<file path="src/drmt_pkg.sv">
package drmt_pkg;

  localparam int unsigned RANGE_SLOTS_DEFAULT = 16;
  localparam int unsigned ADDR_W = 32;

  localparam logic [ADDR_W-1:0] END_LIMIT = 32'hFFFF_FFFF;

  localparam logic REQ_MARK  = 1'b0;
  localparam logic REQ_QUERY = 1'b1;

  localparam logic [2:0] OUT_IGNORED   = 3'd0;
  localparam logic [2:0] OUT_MERGED    = 3'd1;
  localparam logic [2:0] OUT_APPENDED  = 3'd2;
  localparam logic [2:0] OUT_OVERWROTE = 3'd3;
  localparam logic [2:0] OUT_QUERY     = 3'd4;

  typedef struct packed {
    logic              req_type;
    logic [ADDR_W-1:0] addr;
    logic [ADDR_W-1:0] span;
  } req_t;

  typedef struct packed {
    logic       hit;
    logic [2:0] outcome;
    logic [3:0] slot;
  } rsp_t;

  // A request word as it travels down the chain of slot cells.
  typedef struct packed {
    logic              valid;
    logic              req_type;
    logic [ADDR_W-1:0] addr;
    logic [ADDR_W-1:0] end_new;
    logic              done;
    logic              hit;
    logic [2:0]        outcome;
    logic [3:0]        slot;
  } tok_t;

endpackage

</file>
<file path="src/drmt_cell.sv">
module drmt_cell import drmt_pkg::*; #(
  parameter int unsigned CellIdx  = 0,
  parameter bit          LastCell = 1'b0
) (
  input  logic clk_i,
  input  logic rst_ni,
  input  logic en_i,
  input  tok_t tok_i,
  output tok_t tok_o,
  output logic used_o
);

  logic              used_q, used_d;
  logic              valid_q;
  logic [ADDR_W-1:0] start_q, start_d;
  logic [ADDR_W-1:0] end_q, end_d;
  tok_t              tok_q, tok_d;

  logic in_range;
  logic overlap;
  logic claim_merge;
  logic claim_place;

  // Ends are stored already saturated, so the hull of a merge is just min/max.
  assign in_range = used_q && (tok_i.addr >= start_q) && (tok_i.addr < end_q);
  assign overlap  = used_q && (tok_i.addr <= end_q) && (tok_i.end_new >= start_q);

  assign claim_merge = tok_i.valid && !tok_i.done && overlap;
  // Used cells are contiguous from slot zero, so the first free cell a word
  // reaches is the append point; the last cell takes the word when full.
  assign claim_place = tok_i.valid && !tok_i.done && !overlap && (!used_q || LastCell);

  always_comb begin
    tok_d   = tok_i;
    used_d  = used_q;
    start_d = start_q;
    end_d   = end_q;
    if (tok_i.valid && (tok_i.req_type == REQ_QUERY) && in_range) begin
      tok_d.hit = 1'b1;
    end
    if (claim_merge) begin
      tok_d.done    = 1'b1;
      tok_d.outcome = OUT_MERGED;
      tok_d.slot    = 4'(CellIdx);
      start_d       = (tok_i.addr < start_q) ? tok_i.addr : start_q;
      end_d         = (tok_i.end_new > end_q) ? tok_i.end_new : end_q;
    end else if (claim_place) begin
      tok_d.done    = 1'b1;
      tok_d.outcome = used_q ? OUT_OVERWROTE : OUT_APPENDED;
      tok_d.slot    = 4'(CellIdx);
      used_d        = 1'b1;
      start_d       = tok_i.addr;
      end_d         = tok_i.end_new;
    end
  end

  always_ff @(posedge clk_i or negedge rst_ni) begin
    if (!rst_ni) begin
      used_q  <= 1'b0;
      valid_q <= 1'b0;
    end else if (en_i) begin
      used_q  <= used_d;
      valid_q <= tok_d.valid;
    end
  end

  always_ff @(posedge clk_i) begin
    if (en_i) begin
      start_q <= start_d;
      end_q   <= end_d;
      tok_q   <= tok_d;
    end
  end

  // The valid bit comes from the reset flop; the rest of the word needs no reset.
  always_comb begin
    tok_o       = tok_q;
    tok_o.valid = valid_q;
  end

  assign used_o = used_q;

endmodule

</file>
<file path="src/dirty_range_merge_table.sv">
// Table of written address ranges built as a chain of RANGE_SLOTS cells, one
// per table entry. Each request word walks the chain one cell per cycle while
// the chain advances, and its result is offered from the last cell's register;
// a new word may enter every cycle, and words behind each other see the table
// exactly as the earlier words left it. The whole chain stalls while a finished
// result waits on out_ready_i, and in_ready_o drops for that time. Reset only
// clears the per-entry used flags and word valid bits; there is no clearing pass.
module dirty_range_merge_table import drmt_pkg::*; #(
  parameter int unsigned RANGE_SLOTS = RANGE_SLOTS_DEFAULT
) (
  input  logic clk_i,
  input  logic rst_ni,
  input  logic in_valid_i,
  output logic in_ready_o,
  input  req_t in_data_i,
  output logic out_valid_o,
  input  logic out_ready_i,
  output rsp_t out_data_o
);

  tok_t                   chain [RANGE_SLOTS+1];
  tok_t                   head_tok;
  logic [RANGE_SLOTS-1:0] used;
  logic                   advance;
  logic [ADDR_W:0]        end_sum;

  assign advance    = !chain[RANGE_SLOTS].valid || out_ready_i;
  assign in_ready_o = advance;

  assign end_sum = {1'b0, in_data_i.addr} + {1'b0, in_data_i.span};

  // Queries and zero-length marks enter already finished; only a mark with a
  // real length is left open for some cell to claim.
  always_comb begin
    head_tok.valid    = in_valid_i;
    head_tok.req_type = in_data_i.req_type;
    head_tok.addr     = in_data_i.addr;
    head_tok.end_new  = end_sum[ADDR_W] ? END_LIMIT : end_sum[ADDR_W-1:0];
    head_tok.done     = (in_data_i.req_type == REQ_QUERY) || (in_data_i.span == '0);
    head_tok.hit      = 1'b0;
    head_tok.outcome  = (in_data_i.req_type == REQ_QUERY) ? OUT_QUERY : OUT_IGNORED;
    head_tok.slot     = '0;
  end

  assign chain[0] = head_tok;

  for (genvar g = 0; g < RANGE_SLOTS; g++) begin : g_cell
    drmt_cell #(
      .CellIdx (g),
      .LastCell(g == RANGE_SLOTS - 1)
    ) u_cell (
      .clk_i (clk_i),
      .rst_ni(rst_ni),
      .en_i  (advance),
      .tok_i (chain[g]),
      .tok_o (chain[g+1]),
      .used_o(used[g])
    );
  end

  assign out_valid_o        = chain[RANGE_SLOTS].valid;
  assign out_data_o.hit     = chain[RANGE_SLOTS].hit;
  assign out_data_o.outcome = chain[RANGE_SLOTS].outcome;
  assign out_data_o.slot    = chain[RANGE_SLOTS].slot;

  a_used_contiguous : assert property (@(posedge clk_i) disable iff (!rst_ni)
    ((used >> 1) & ~used) == '0)
    else $error("used entries are not contiguous from slot zero");

  a_hit_only_query : assert property (@(posedge clk_i) disable iff (!rst_ni)
    out_valid_o && (out_data_o.outcome != OUT_QUERY) |-> !out_data_o.hit)
    else $error("hit set on a mark result");

  a_slot_zero : assert property (@(posedge clk_i) disable iff (!rst_ni)
    out_valid_o && (out_data_o.outcome == OUT_QUERY || out_data_o.outcome == OUT_IGNORED)
    |-> out_data_o.slot == '0)
    else $error("nonzero slot on a query or ignored mark");

  a_word_finished : assert property (@(posedge clk_i) disable iff (!rst_ni)
    out_valid_o |-> chain[RANGE_SLOTS].done)
    else $error("mark word left the chain unclaimed");

endmodule

</file>
<file path="config.mk">
export PLATFORM = sky130hd
export DESIGN_NAME = dirty_range_merge_table
export DESIGN_NICKNAME = d
export VERILOG_FILES = /design/src/drmt_pkg.sv /design/src/drmt_cell.sv /design/src/dirty_range_merge_table.sv
export SDC_FILE = /design/constraint.sdc
export NUM_CORES = 2
export LEC_CHECK = 0
export BUFFER_PORTS_ARGS = -buffer_cell sky130_fd_sc_hd__buf_2
export CAP_MARGIN = 20
export CORE_MARGIN = 3
export CORE_UTILIZATION = 55
export CTS_CLUSTER_SIZE = 25
export DETAILED_ROUTE_END_ITERATION = 16
export PLACE_DENSITY = 0.7
export SYNTH_ARGS = -nofsm -noshare
export SYNTH_HDL_FRONTEND = slang
export SYNTH_HIERARCHICAL = 1
export SYNTH_SLANG_ARGS = --single-unit
export TNS_END_PERCENT = 5
</file>
<file path="constraint.sdc">
create_clock -name clk_i -period 55.9 [get_ports clk_i]
set_input_delay 11.18 -clock clk_i [delete_from_list [all_inputs] [get_ports clk_i]]
set_output_delay 11.18 -clock clk_i [all_outputs]
set_load 0.02 [all_outputs]
</file>
**Word level (Yosys, flattened, before mapping)**

Cells that the tools add are included.

- Reduce and logical (&&, ||, !) cells: 290
- Equal/unequal tests: 32
- Add/subtract/negate cells: 1
- Bitwise operators: 16
- Muxes and demuxes: 131
- $lt $le $gt $ge: 96

Operators with widths:

| cell | number |
|---|---|
| $mux W32 | 97 |
| $ge A32 B32 Y1 | 32 |
| $lt A32 B32 Y1 | 32 |
| $gt A32 B32 Y1 | 16 |
| $le A32 B32 Y1 | 16 |
| $logic_and A1 B1 Y1 | 159 |
| $reduce_and A3 Y1 | 48 |
| $mux W7 | 16 |
| $ne A2 B2 Y1 const B | 32 |
| $logic_not A1 Y1 | 48 |
| $add A32 B32 Y33 | 1 |
| $logic_not A32 Y1 | 1 |
| $reduce_bool A2 Y1 | 16 |
| $reduce_or A2 Y1 | 16 |
| $mux W1 | 17 |
| $not A1 Y1 | 16 |
| $mux W3 | 1 |
| $logic_or A1 B1 Y1 | 2 |

- Output and inout port bits: 10
- Register bits after elaboration: 2174
- Input bits: 69

**Logic depth before layout (Yosys ltp)**

- Depth after elaboration: 9
- Gate-level depth with buffers: 21

**Hierarchy**

The synthesis kept the hierarchy.

Modules (own cells, without submodules):

| module | instances | sequential area each (um2) | cells an instance | area an instance (um2) |
|---|---|---|---|---|
| drmt_cell at g_cell[10].u_cell ... | 10 | 4194.0 | 565 | 7418.4 |
| drmt_cell at g_cell[1].u_cell ... | 4 | 4194.0 | 565 | 7393.3 |
| drmt_cell at g_cell[0].u_cell | 1 | 4194.0 | 565 | 7402.1 |
| drmt_cell at g_cell[15].u_cell | 1 | 4194.0 | 546 | 7293.2 |
| dirty_range_merge_table | 1 | 0.0 | 271 | 1880.6 |

**Worst setup path before layout**

Ideal clock, no wire load.

- Path kind: input -> output
- Start: input out_ready_i
- End: output in_ready_o
- Stages on the path: 1
- Slack: 4.623 ns
- Arrival time: 40.097 ns
- Path through: nand2b_1

- Longest elaborated chain between the ends: 1

RTL lines:

| what | RTL line | source |
|---|---|---|
| from (decl) | dirty_range_merge_table.sv:17 | `input logic out_ready_i,` |
| $logic_or A1 B1 Y1 | dirty_range_merge_table.sv:27 | `assign advance = !chain[RANGE_SLOTS].valid \|\| out_ready_i;` |
| to (decl) | dirty_range_merge_table.sv:14 | `output logic in_ready_o,` |

Every way passes these cells.

**Worst setup path in the final report**

Ends and elaborated chain as after synthesis.

==> flow_summary.json <==
{
  "place_congestion": 0.9129,
  "cts_root_buf": "clkbuf_16",
  "netlist_instances": 9225,
  "dieArea_um2": 220800,
  "grt_max_degree": 85,
  "cts.reportedPaths.clkPinSlew_ns": 0.06,
  "via_per_inst": 6.023,
  "start_util_pct": 55.58,
  "register_area_um2": 65120,
  "grt_usage_pct": 25.43,
  "drv_cap": 0,
  "numClockSinks": 2174,
  "cp.arrival_ns": 12.18,
  "avgRoutedWirePerCell_um": 22.59,
  "critPathMaxStageDelay_ns": 0.52,
  "tightest_slew_ns": 1.059,
  "grt_pass1_vias": 74938,
  "setup_tns_ns": 0,
  "hold_viol": 0,
  "fmax_mhz": 42.80,
  "drt-pass1-iter-count": 5,
  "antenna_found_initial": 4,
  "setup_viol": 0,
  "io_pins": 79,
  "n_fill_cell": 16220,
  "route.detailed.drc": 0,
  "power.total_uw": 6638,
  "post_cts_buffers": 0,
  "fin_crit_ns": 23.36,
  "clk_path_buf_depth": 3,
  "rows": 169,
  "yosysWarnings": 6,
  "n_antenna_cell": 0,
  "synthesis.area_um2": 118300,
  "cts-buffers-inserted": 228,
  "htreeDepth": 4,
  "fp.coreArea_um2": 212900,
  "ir_drop_uv": 40.37,
  "multi_input_area_um2": 48980,
  "die_y_um": 469.9,
  "slew_viol_final": 0,
  "end_kind": "output pin",
  "outcome": "finished, final reports clean",
  "pwr_density_cell_nw_per_um2": 50.82,
  "crit_required_ns": 44.72,
  "drive_gt1_share_pct": 6.501,
  "routed_wirelength_um": 284400,
  "critical_path_class": "in2out",
  "crit_path_start_kind": "primary input",
  "critPathSlowestCell": "nand2b_4",
  "cts_resized": 0,
  "cpMostUsedCell": "buf_2",
  "hold_class": "reg2reg",
  "grt_pass1_wl_um": 439400,
  "dp_hpwl_um": 220200,
  "port_buffers": 78,
  "grt-ovfl-total": 0,
  "nets": 11714,
  "fin_crit_sh_pct": 41.80,
  "num_vias": 75814,
  "maxSlewHeadroom_pct": 29.22,
  "syn_area_per_cell_um2": 12.83,
  "crit_chain": "buf_2 > nand2b_4 > buf_2",
  "p_leak_uw": 0.05435,
  "skew_ns": 0.04497,
  "insertion_delay_ns": 0.88,
  "cp_max_fo": 43,
  "rsz0062_at_grt": "no",
  "syn2layout_area_growth_pct": 10.37,
  "die_x_um": 469.9,
  "cts_tree": "built",
  "hold_buffers": 0,
  "drtIter0Drc": 6216,
  "postRouteAntennaNets": 0
}
[worst paths after layout]
path                                             from                         end  slack (ns)  cells after the start
max                                       out_ready_i                  in_ready_o       32.54                      3
min                        g_cell[4].u_cell/tok_o[73]  g_cell[5].u_cell/tok_o[73]        0.44                      0
min in group asynchronous                      rst_ni   g_cell[15].u_cell/valid_q       10.41                      2
max reg2reg                 g_cell[15].u_cell/valid_q   g_cell[7].u_cell/end_q[2]       48.78                      9
min reg2reg                g_cell[4].u_cell/tok_o[73]  g_cell[5].u_cell/tok_o[73]        0.44                      0
max in group asynchronous                      rst_ni    g_cell[0].u_cell/valid_q       44.90                      2
[report_power, final]
| group | internal, uW | switching (uW) |
|---|---|---|
| Combinational | 785 | 1150 |
| Sequential | 2540 | 607 |
| Clock | 909 | 655 |
| Total | 4230 | 2410 |
[routing by layer]
| layer | vias up | routed length [um] | global-route usage [%] |
|---|---|---|---|
| met3 | 455 | 16850 | 3.522 |
| met5 | - | 39 | 0 |
| met2 | 2277 | 132900 | 41.54 |
| met1 | 36963 | 128200 | 36.03 |
| met4 | 8 | 6460 | 6.356 |
| li1 | 36111 | - | - |
[stage by stage]
step | utilization, % | setup slack, ns | instances | hold slack [ns] | instance area [um^2]
floorplan | - | 6.188 | 9231 | 0.4180 | 118400
global placement | 57.54 | 32.54 | 12142 | 0.4317 | 122500
detailed placement | 57.54 | 32.50 | 12142 | 0.4272 | 122500
global route | 61.34 | 32.44 | 12588 | 0.4488 | 130600
CTS | 61.18 | 32.51 | 12575 | 0.4427 | 130300
finish | 61.34 | 32.54 | 12588 | 0.4420 | 130600
[flip-flops by register name, indices dropped and copies added, names as in the netlist]
register,cells
g_cell.u_cell/end_q,512
g_cell.u_cell/start_q,512
g_cell.u_cell/tok_o,1118
g_cell.u_cell/used_o,16
g_cell.u_cell/valid_q,16
[area by class of cell]
type,count,area share (%)
inverters,1131,3.250
repair buffers,123,0.7453
multi-input cells,5906,37.50
well taps,2821,2.702
clock buffers,275,4.583
clock inverters,158,1.359
flip-flops and latches,2174,49.86
[worst max-delay path, delay by kind of cell]
family	cells	cell delay, ns
and+or+nand+nor	1	0.52
buffers and inverters	2	0.45
[cells in the final DEF, fill, tap and decap left out, types with 20 or more instances in the layout]
master,instances
edfxtp_1,2142
ha_1,2080
inv_1,1131
a21oi_1,659
nand2_1,506
o21ai_0,421
nand4_1,383
nor2_1,250
clkbuf_16,231
nand3_1,151
a21o_1,119
a211oi_1,111
nor3_1,110
nor4_1,85
o211ai_1,83
nor2b_1,83
a31oi_1,82
buf_2,78
nand2b_1,53
o21a_1,47
o31ai_1,46
clkinv_1,41
clkbuf_1,40
clkinv_2,39
and4_1,36
and3_1,35
or3_1,32
buf_4,32
dfrtp_1,32
a2bb2oi_1,31
bufinv_16,31
a311o_1,30
a21oi_4,26
a211o_1,24
clkinvlp_4,24
o21bai_1,22
a221oi_1,21
or2_1,20
No activity file was read; power rests on OpenSTA's default activity.
